**config.mk**
```make
export PLATFORM = sky130hd
export DESIGN_NAME = der_integer_sequence_encoder
export DESIGN_NICKNAME = d
export VERILOG_FILES = /design/src/rtl/dise_pkg.sv /design/src/rtl/dise_len.sv /design/src/rtl/dise_store.sv /design/src/rtl/der_integer_sequence_encoder.sv
export SDC_FILE = /design/constraint.sdc
export NUM_CORES = 1
export LEC_CHECK = 0
export BUFFER_PORTS_ARGS = -buffer_cell sky130_fd_sc_hd__buf_2
export CAP_MARGIN = 40
export CORE_MARGIN = 3
export CORE_UTILIZATION = 35
export CTS_BUF_LIST = sky130_fd_sc_hd__clkbuf_4
export DETAILED_ROUTE_END_ITERATION = 10
export PLACE_DENSITY_LB_ADDON = 0.08
export RECOVER_POWER = 50
export SYNTH_ARGS = -nofsm -noshare
export SYNTH_HDL_FRONTEND = slang
export SYNTH_SLANG_ARGS = --single-unit
```
**constraint.sdc**
```tcl
create_clock -name clk_i -period 13.3 [get_ports clk_i]
set_clock_uncertainty 0.2 [all_clocks]
set_input_delay 2.66 -clock clk_i [delete_from_list [all_inputs] [get_ports clk_i]]
set_output_delay 2.66 -clock clk_i [all_outputs]
set_load 0.01 [all_outputs]
```
**src/rtl/dise_pkg.sv**
```systemverilog
// shared types and constants for the der integer sequence encoder
package dise_pkg;

  localparam int unsigned MaxIntegersDefault = 9;
  localparam int unsigned ValueW = 64;
  localparam int unsigned ElemLenW = 4;
  localparam int unsigned TotalW = 7;

  localparam logic [7:0] TagSequence = 8'h30;
  localparam logic [7:0] TagInteger = 8'h02;

  typedef struct packed {
    logic [ValueW-1:0] value;
    logic              last;
  } item_t;

  typedef struct packed {
    logic [7:0]        tag;
    logic [TotalW-1:0] length;
    logic [ValueW-1:0] content;
    logic              final_res;
  } result_t;

  typedef struct packed {
    logic                done;
    logic [ElemLenW-1:0] len;
  } len_status_t;

  typedef enum logic [1:0] {
    StIdle,
    StLen,
    StHdr,
    StEmit
  } state_e;

endpackage

```
**src/rtl/dise_len.sv**
```systemverilog
// iterative byte-length unit: one byte shifted off per cycle until the top byte remains
module dise_len (
  input  logic                        clk_i,
  input  logic                        rst_ni,
  input  logic                        start_i,
  input  logic [dise_pkg::ValueW-1:0] value_i,
  output dise_pkg::len_status_t       status_o
);

  logic                          run_q, run_d;
  logic [dise_pkg::ValueW-1:0]   top_q, top_d;
  logic [dise_pkg::ElemLenW-1:0] n_q, n_d;
  logic                          fits;

  assign fits = (top_q[dise_pkg::ValueW-1:8] == '0);

  always_comb begin
    run_d = run_q;
    top_d = top_q;
    n_d   = n_q;
    if (start_i) begin
      run_d = 1'b1;
      top_d = value_i;
      n_d   = dise_pkg::ElemLenW'(1);
    end else if (run_q) begin
      if (fits) begin
        run_d = 1'b0;
      end else begin
        top_d = top_q >> 8;
        n_d   = n_q + dise_pkg::ElemLenW'(1);
      end
    end
  end

  always_ff @(posedge clk_i or negedge rst_ni) begin
    if (!rst_ni) begin
      run_q <= 1'b0;
    end else begin
      run_q <= run_d;
    end
  end

  always_ff @(posedge clk_i) begin
    top_q <= top_d;
    n_q   <= n_d;
  end

  // pad byte when the most significant byte has its top bit set
  assign status_o.done = run_q && fits;
  assign status_o.len  = n_q + dise_pkg::ElemLenW'(top_q[7]);

endmodule

```
**src/rtl/dise_store.sv**
```systemverilog
// value and element-length store, one write and one registered read port
module dise_store #(
  parameter int unsigned MaxIntegers = dise_pkg::MaxIntegersDefault,
  parameter int unsigned AddrW = 4
) (
  input  logic                          clk_i,
  input  logic                          we_i,
  input  logic [AddrW-1:0]              waddr_i,
  input  logic [dise_pkg::ValueW-1:0]   wvalue_i,
  input  logic [dise_pkg::ElemLenW-1:0] wlen_i,
  input  logic                          re_i,
  input  logic [AddrW-1:0]              raddr_i,
  output logic [dise_pkg::ValueW-1:0]   rvalue_o,
  output logic [dise_pkg::ElemLenW-1:0] rlen_o
);

  logic [dise_pkg::ValueW-1:0]   value_mem [MaxIntegers];
  logic [dise_pkg::ElemLenW-1:0] len_mem   [MaxIntegers];

  always_ff @(posedge clk_i) begin
    if (we_i) begin
      value_mem[waddr_i] <= wvalue_i;
      len_mem[waddr_i]   <= wlen_i;
    end
  end

  always_ff @(posedge clk_i) begin
    if (re_i) begin
      rvalue_o <= value_mem[raddr_i];
      rlen_o   <= len_mem[raddr_i];
    end
  end

endmodule

```
**src/rtl/der_integer_sequence_encoder.sv**
```systemverilog
// der sequence-of-integers encoder: store values, then emit header and elements
// an item without last keeps busy_o high while the length unit shifts off the bytes of the value
// (the shared byte-length shift unit); a full store drops a non-last item and busy_o stays low
// a last item also passes through the header state StHdr; results follow one per cycle, header first,
// registered, so the header strobe follows the length unit through StHdr and the result register
// asynchronous active-low reset clears the stored-value count and all control state
module der_integer_sequence_encoder #(
  parameter int unsigned MaxIntegers = dise_pkg::MaxIntegersDefault
) (
  input  logic              clk_i,
  input  logic              rst_ni,
  input  logic              start_i,
  input  dise_pkg::item_t   item_i,
  output logic              busy_o,
  output logic              result_valid_o,
  output dise_pkg::result_t result_o
);

  localparam int unsigned CntW = $clog2(MaxIntegers + 1);
  localparam int unsigned IdxW = (MaxIntegers > 1) ? $clog2(MaxIntegers) : 1;

  dise_pkg::state_e      state_q, state_d;
  logic [CntW-1:0]       count_q, count_d;
  logic [dise_pkg::TotalW-1:0] total_q, total_d;
  logic [IdxW-1:0]       idx_q, idx_d;
  logic                  last_q, last_d;
  logic [dise_pkg::ValueW-1:0] value_q, value_d;
  logic                  result_valid_q, result_valid_d;
  dise_pkg::result_t     result_q, result_d;

  logic                  accept;
  logic                  has_room;
  logic                  len_start;
  dise_pkg::len_status_t len_status;
  logic                  store_we;
  logic                  rd_en;
  logic [IdxW-1:0]       rd_addr;
  logic [dise_pkg::ValueW-1:0]   rd_value;
  logic [dise_pkg::ElemLenW-1:0] rd_len;
  logic [CntW-1:0]       next_idx;
  logic                  is_final;

  assign accept   = start_i && !busy_o;
  assign has_room = (count_q < CntW'(MaxIntegers));
  assign next_idx = CntW'(idx_q) + CntW'(1);
  assign is_final = (next_idx == count_q);

  dise_len u_len (
    .clk_i    (clk_i),
    .rst_ni   (rst_ni),
    .start_i  (len_start),
    .value_i  (item_i.value),
    .status_o (len_status)
  );

  dise_store #(
    .MaxIntegers (MaxIntegers),
    .AddrW       (IdxW)
  ) u_store (
    .clk_i    (clk_i),
    .we_i     (store_we),
    .waddr_i  (IdxW'(count_q)),
    .wvalue_i (value_q),
    .wlen_i   (len_status.len),
    .re_i     (rd_en),
    .raddr_i  (rd_addr),
    .rvalue_o (rd_value),
    .rlen_o   (rd_len)
  );

  // next state
  always_comb begin
    state_d = state_q;
    unique case (state_q)
      dise_pkg::StIdle: begin
        if (accept) begin
          if (has_room) begin
            state_d = dise_pkg::StLen;
          end else if (item_i.last) begin
            state_d = dise_pkg::StHdr;
          end
        end
      end
      dise_pkg::StLen: begin
        if (len_status.done) begin
          state_d = last_q ? dise_pkg::StHdr : dise_pkg::StIdle;
        end
      end
      dise_pkg::StHdr: begin
        state_d = dise_pkg::StEmit;
      end
      dise_pkg::StEmit: begin
        if (is_final) begin
          state_d = dise_pkg::StIdle;
        end
      end
      default: begin
        state_d = dise_pkg::StIdle;
      end
    endcase
  end

  // outputs and datapath control
  always_comb begin
    busy_o         = 1'b1;
    len_start      = 1'b0;
    store_we       = 1'b0;
    rd_en          = 1'b0;
    rd_addr        = '0;
    count_d        = count_q;
    total_d        = total_q;
    idx_d          = idx_q;
    last_d         = last_q;
    value_d        = value_q;
    result_valid_d = 1'b0;
    result_d       = result_q;
    unique case (state_q)
      dise_pkg::StIdle: begin
        busy_o = 1'b0;
        if (accept) begin
          last_d    = item_i.last;
          value_d   = item_i.value;
          len_start = has_room;
        end
      end
      dise_pkg::StLen: begin
        if (len_status.done) begin
          store_we = 1'b1;
          count_d  = count_q + CntW'(1);
          total_d  = total_q + dise_pkg::TotalW'(2)
                     + dise_pkg::TotalW'(len_status.len);
        end
      end
      dise_pkg::StHdr: begin
        rd_en              = 1'b1;
        rd_addr            = '0;
        idx_d              = '0;
        result_valid_d     = 1'b1;
        result_d.tag       = dise_pkg::TagSequence;
        result_d.length    = total_q;
        result_d.content   = '0;
        result_d.final_res = 1'b0;
      end
      dise_pkg::StEmit: begin
        // prefetch the following entry while this one goes out
        rd_en              = !is_final;
        rd_addr            = IdxW'(next_idx);
        idx_d              = IdxW'(next_idx);
        result_valid_d     = 1'b1;
        result_d.tag       = dise_pkg::TagInteger;
        result_d.length    = dise_pkg::TotalW'(rd_len);
        result_d.content   = rd_value;
        result_d.final_res = is_final;
        if (is_final) begin
          count_d = '0;
          total_d = '0;
        end
      end
      default: begin
        busy_o = 1'b1;
      end
    endcase
  end

  always_ff @(posedge clk_i or negedge rst_ni) begin
    if (!rst_ni) begin
      state_q        <= dise_pkg::StIdle;
      count_q        <= '0;
      total_q        <= '0;
      idx_q          <= '0;
      last_q         <= 1'b0;
      result_valid_q <= 1'b0;
    end else begin
      state_q        <= state_d;
      count_q        <= count_d;
      total_q        <= total_d;
      idx_q          <= idx_d;
      last_q         <= last_d;
      result_valid_q <= result_valid_d;
    end
  end

  always_ff @(posedge clk_i) begin
    value_q  <= value_d;
    result_q <= result_d;
  end

  assign result_valid_o = result_valid_q;
  assign result_o       = result_q;

endmodule

```
* Word level (Yosys, flattened, before mapping)
Memory sizes are Yosys's and may differ from the RTL's. A register that Yosys moved wholly into a read port is not among the register bits.
Cells that the tools add are included.
** Cells by class
- $add $sub $neg :: 6
- Magnitude comparators :: 1
- Equal/unequal tests :: 9
- Multiplexer cells :: 31
- Bitwise operators :: 1
- Reductions and logical operators :: 14
** Operators with widths (count)
- 2-to-1 mux 64 bit :: 3
- case mux 80 bit (2 select lines) :: 1
- zero test 56 bit :: 1
- case mux 4 bit (2 select lines) :: 2
- 2-to-1 mux 7 bit :: 2
- case mux 7 bit (2 select lines) :: 1
- adder 4 x 1 -> 4 bit, second input constant :: 3
- 2-to-1 mux 2 bit :: 6
- 2-to-1 mux 4 bit :: 3
- 2-to-1 mux 1 bit :: 11
- inequality test 2 bit, second input constant :: 4
- case mux 2 bit (4 select lines) :: 1
- adder 7 x 2 -> 7 bit, second input constant :: 1
- adder 7 x 4 -> 7 bit :: 1
- AND reduction 2 bit :: 3
- nonzero test 2 bit :: 3
- adder 4 x 1 -> 4 bit :: 1
- equality test 2 bit, second input constant :: 2
- equality test 4 bit :: 1
- less-than comparator 4 bit, second input constant :: 1
- AND reduction 4 bit :: 1
- inequality test 3 bit, second input constant :: 1
- AND reduction 3 bit :: 1
- equality test 2 x 1 -> 1 bit, second input constant :: 1
- other kinds (6) :: 7
** Storage, ports and cells
- Register bits :: 232
- Memory bits (writable) :: 612
- Bits of input ports :: 68
- Output and inout port bits :: 82
- Logic and storage cells :: 78
- Memories :: 2
** Memory list
- u_store.value_mem :: words 9, width 64, read ports 1, clocked after memory_dff 1, write ports 1, line dise_store.sv:17 : logic [dise_pkg::ValueW-1:0] value_mem [MaxIntegers];
- u_store.len_mem :: words 9, width 4, read ports 1, clocked after memory_dff 1, write ports 1, line dise_store.sv:18 : logic [dise_pkg::ElemLenW-1:0] len_mem [MaxIntegers];

* Depth between registers and ports, before layout
- Word-level depth :: 6
- Gate-level depth with buffers :: 12
- Gate-level depth less buffers :: 12

* Modules after synthesis
Synthesis repeated with hierarchy kept, for this count alone.
** Second synthesis, totals
- Cells, all modules :: 1843
- Area total of the unflattened synthesis :: 34341.7 µm²
** By module, submodules not included
- dise_store :: instances 1, cells each 1318, area each 25699.6 µm², sequential area each 20419.6 µm²
- der_integer_sequence_encoder :: instances 1, cells each 357, area each 5898.2 µm², sequential area each 4619.4 µm²
- dise_len :: instances 1, cells each 168, area each 2743.9 µm², sequential area each 1816.7 µm²

* Least setup slack after synthesis
OpenSTA, ideal clock, no wires.
- Kind :: register to register
- Start :: register idx_q[0]
- End :: register u_store.rlen_o[0] (netlist name), read port of u_store.len_mem (enable)
- Library setup time :: 0.601 ns
- Data arrival time :: 6.153 ns
- Required time :: 12.499 ns
- Slack :: 6.347 ns
- Cell stages (with the launch flop) :: 6
- Buffers on the path :: 0
- Period minus slack after synthesis :: 6.953 ns
- Cell sequence :: dfrtp_1 ha_1 xor2_1 xnor2_1 and4_1 a21boi_0
** On the way
- Word-level cells in the longest chain between the ends :: 4
- Elaborated cells between the ends (all ways) :: 5
- Those cells by class :: 1 x add/sub; 1 x eq/ne; 2 x mux; 1 x reduce/logical
** RTL lines
- start: declaration :: line der_integer_sequence_encoder.sv:25 : logic [IdxW-1:0] idx_q, idx_d;
- start signal: assignment :: line der_integer_sequence_encoder.sv:177 : idx_q <= idx_d;
- adder 4 x 1 -> 4 bit :: line der_integer_sequence_encoder.sv:45 : assign next_idx = CntW'(idx_q) + CntW'(1);
- equality test 4 bit :: line der_integer_sequence_encoder.sv:46 : assign is_final = (next_idx == count_q);
- zero test 1 bit :: line der_integer_sequence_encoder.sv:146 : rd_en = !is_final;
- case mux 1 bit (2 select lines) :: line der_integer_sequence_encoder.sv:117 : unique case (state_q)
- named net rd_en :: line der_integer_sequence_encoder.sv:36 : logic rd_en;
- end: declaration :: line dise_store.sv:14 : output logic [dise_pkg::ElemLenW-1:0] rlen_o
The timed path passes the listed nets, and every way through them passes these cells.
A chain may end at the register's enable or synchronous reset.

* Final worst setup path
- Start :: register state_q[1]
- End :: output busy_o
** On the way
- Word-level cells in the longest chain between the ends :: 2
** RTL lines
- start: declaration :: line der_integer_sequence_encoder.sv:22 : dise_pkg::state_e state_q, state_d;
- start signal: assignment :: line der_integer_sequence_encoder.sv:167 : state_q <= dise_pkg::StIdle;
- start signal: assignment :: line der_integer_sequence_encoder.sv:174 : state_q <= state_d;
- zero test 2 bit :: line der_integer_sequence_encoder.sv:117
- 2-to-1 mux 1 bit :: line der_integer_sequence_encoder.sv:117
- end: declaration :: line der_integer_sequence_encoder.sv:14 : output logic busy_o,
Every way passes these cells.

==> metrics.yaml <==
timing:
  slew_headroom_pct: -117
  max_freq_ghz: 0.119
  post-route-period-util_pct: 63.2
  setup_viol_count_final: 0
  drv_slew: 296
  hold_violations: 0
  grt_setup_unrepaired: "no"
  worst_pin_slew_ns: 3.26
  fin_crit_ns: 8.41
  finalSetupTns_ns: 0
run_status:
  outcome: "finished with violations"
  violations: "max-capacitance violations, max-slew violations"
critical_path:
  slowest_stage: "clkbuf_1"
  rr_startpoint: "state_q[1]$_DFFE_PN0P_"
  startpoint_type: "register"
  crit_fanout: 51
  critical_path_buf_inv_count: 2
  required_ns: 10.44
  startpoint: "state_q[1]$_DFFE_PN0P_"
  critPathTopFamily: "buffers and inverters"
  critical_path_class: "reg -> out"
  cp_cell_sequence: "clkbuf_1 > or2_2 > buf_2"
  max_stage_delay_ns: 2.39
  cp-end-kind: "primary output"
  crit_arrival_ns: 5.55
floorplanning:
  num_rows: 113
  coreArea_um2: 95600
  die-width_um: 317
  start_util_pct: 35.5
  pin_count: 150
  dieArea_um2: 101000
  die_y_um: 317
clocking:
  hold_buffers: 0
  ctsResizeCount: 0
  clock_latency_ns: 1.06
  cts_buffers: 236
  clk_path_buf_depth: 3
  post-cts-setup-buffers: 0
  h-tree-depth: 4
  cts.sinks: 899
  cts_tree: "yes"
  clk_pin_slew_ns: 0.06
  cts_root_buf: "clkbuf_4"
drt:
  avgViaCountPerCell: 4.99
  wl_per_cell_um: 25.9
  dr.pass1.iters: 4
  ant_nets: 0
  vias: 17954
  drtIter0Drc: 1307
  drc: 0
  totalWireLength_mm: 93.1
pwr:
  p_leak_nw: 13.9
  power_density_nw_per_um2: 149
  peakVddDrop_mv: 0.0656
  total_power_w: 0.00588
synthesis:
  synthCells: 1814
  ys_types: 54
  ys_warn_count: 0
  yosys.area.top_type: "edfxtp_1"
  syn-cell-area_um2: 33900
  ys_seq_elements: 899
  syn_avg_cell_area_um2: 18.7
  synth_top_area_share_pct: 77.4
  synthTopCellsByArea: "edfxtp_1 (77%), mux4_2 (6.0%), nand2_1 (1.8%)"
  ys_seq_area_share_pct: 79.1
placement:
  io_buffers: 144
  dp_hpwl_mm: 50.9
  routabilityCongestion: 0.724
  dp_cells: 3169
global_route:
  first_global_vias: 18999
  grtUsageMet3_pct: 3.78
  met2_usage_pct: 31.6
  grtUsageTotal_pct: 18.3
  grt.busiest_layer: "met2"
  met1_usage_pct: 23.2
  grt_max_degree: 58
  antenna_found_initial: 12
  grt_first_pass_wirelength_mm: 133
  overflow: 0
run:
  cap_violations: 9
finish:
  nets: 2227
  final_layout_size_suffix_gt1_share_pct: 28.7
  syn_to_final_growth_pct: 16.0
  fin_cells: 3597
  fill_cells: 8840
min_path:
  min_path_type: "reg -> reg"
  hold_start: "total_q[6]$_DFFE_PN0P_"
## where the power goes
group | internal (W) | switching (W)
registers | 0.00319 | 0.0000483
logic | 0.0000790 | 0.000125
clock network | 0.00131 | 0.00112
## synthesized netlist by cell type, drive strengths merged
cell type and instances:
xnor3 1, nand2 160, inv 13, and2 13, nand3 52, o211ai 2, conb 1, o22ai 2
and3b 1, dfxtp 4, xor2 4, mux4 90, ha 16, edfxtp 875, nand4 2, nor2b 4
a22oi 68, nor3b 1, or4 2, mux2 50, nand2b 1, o31ai 2, a21boi 2, nor2 56
fa 1, and4b 1, buf 50, o31a 1, and4 2, clkbuf 54, or2 3, a21o 3
a22o 6, xnor2 9, o21ai 53, a21oi 5, nor4 13, and3 74, a221o 1, nor3 48
dfrtp 20, mux2i 48
## state kept, by name (all words and copies together), names as in the netlist, 4 cells and up
name and flops:
u_store.rlen_o 4, u_store.value_mem 576, u_store.rvalue_o 64, idx_q 4, u_len.n_q 4, value_q 64
count_q 4, result_o 74, total_q 7, u_len.top_q 57, u_store.len_mem 36
## cell usage in the layout, fill, tap and decap left out, drive strengths merged, types with 6 or more instances in the layout
cell type / count
edfxtp: 875
clkbuf: 424
nand2: 160
buf: 122
mux4: 90
and3: 74
a22oi: 68
clkinv: 59
nor2: 56
o21ai: 53
nand3: 52
mux2: 50
mux2i: 48
nor3: 48
dfrtp: 20
ha: 16
inv: 16
nor4: 13
and2: 13
xnor2: 9
a22o: 6
## per-stage QoR
step / hold slack (ns) / worst slack (ns) / instance area [um2] / util, %
2_1_floorplan: 0.245 / 6.35 / 34000 / -
3_3_place_gp: 0.286 / 7.56 / 36100 / 37.8
3_5_place_dp: 0.290 / 7.57 / 36400 / 38.1
4_1_cts: 0.299 / 7.26 / 39500 / 41.4
5_1_grt: 0.319 / 4.32 / 39400 / 41.2
6_report: 0.289 / 4.89 / 39400 / 41.2
## metal layers
metal  routed length [um]  up-vias  share of wire, %
li1                     -     8000                 -
met1                39600     9332                43
met2                47700      496                51
met3                 4120      126               4.4
met4                 1700        0               1.8
met5                    0        -                 0
## cell families (layout without fill, tap and decap cells)
group,count (synthesis),count (layout),synth area share (%)
multiplexers,188,188,9.04
other,1,8,0.0110
AO/OA/AOI/OAI,145,145,2.83
flip-flops,899,899,79.1
buffers and inverters,117,628,1.73
XOR/XNOR,14,14,0.424
AND/OR/NAND/NOR,433,433,6.20
adder cells (fa/ha/maj),17,17,0.649
## area by class of cell
class                      count  area (um2)  share of cell area, %
sequential                   899       26900                   68.2
multi-input combinational    802        6590                   16.7
clock buffer                 356        2670                   6.78
tap                         1265        1580                   4.02
timing repair buffer         190        1200                   3.05
clock inverter                69         432                   1.10
inverter                      13        50.0                  0.127
antenna                        3        7.51                 0.0191
## worst paths after layout
check                      slack (ns)  cells after the start                             end
hold reg to reg                  0.29                      1          total_q[6]$_DFFE_PN0P_
min in group asynchronous        1.75                      1           u_len.run_q$_DFF_PN0_
max in group asynchronous       10.18                      1          state_q[0]$_DFFE_PN0P_
setup / recovery                 4.89                      3                          busy_o
setup reg to reg                 5.33                      3  u_store.rvalue_o[39]$_DFFE_PP_
hold / removal                   0.29                      1          total_q[6]$_DFFE_PN0P_
(Power assumes the default switching activity.)
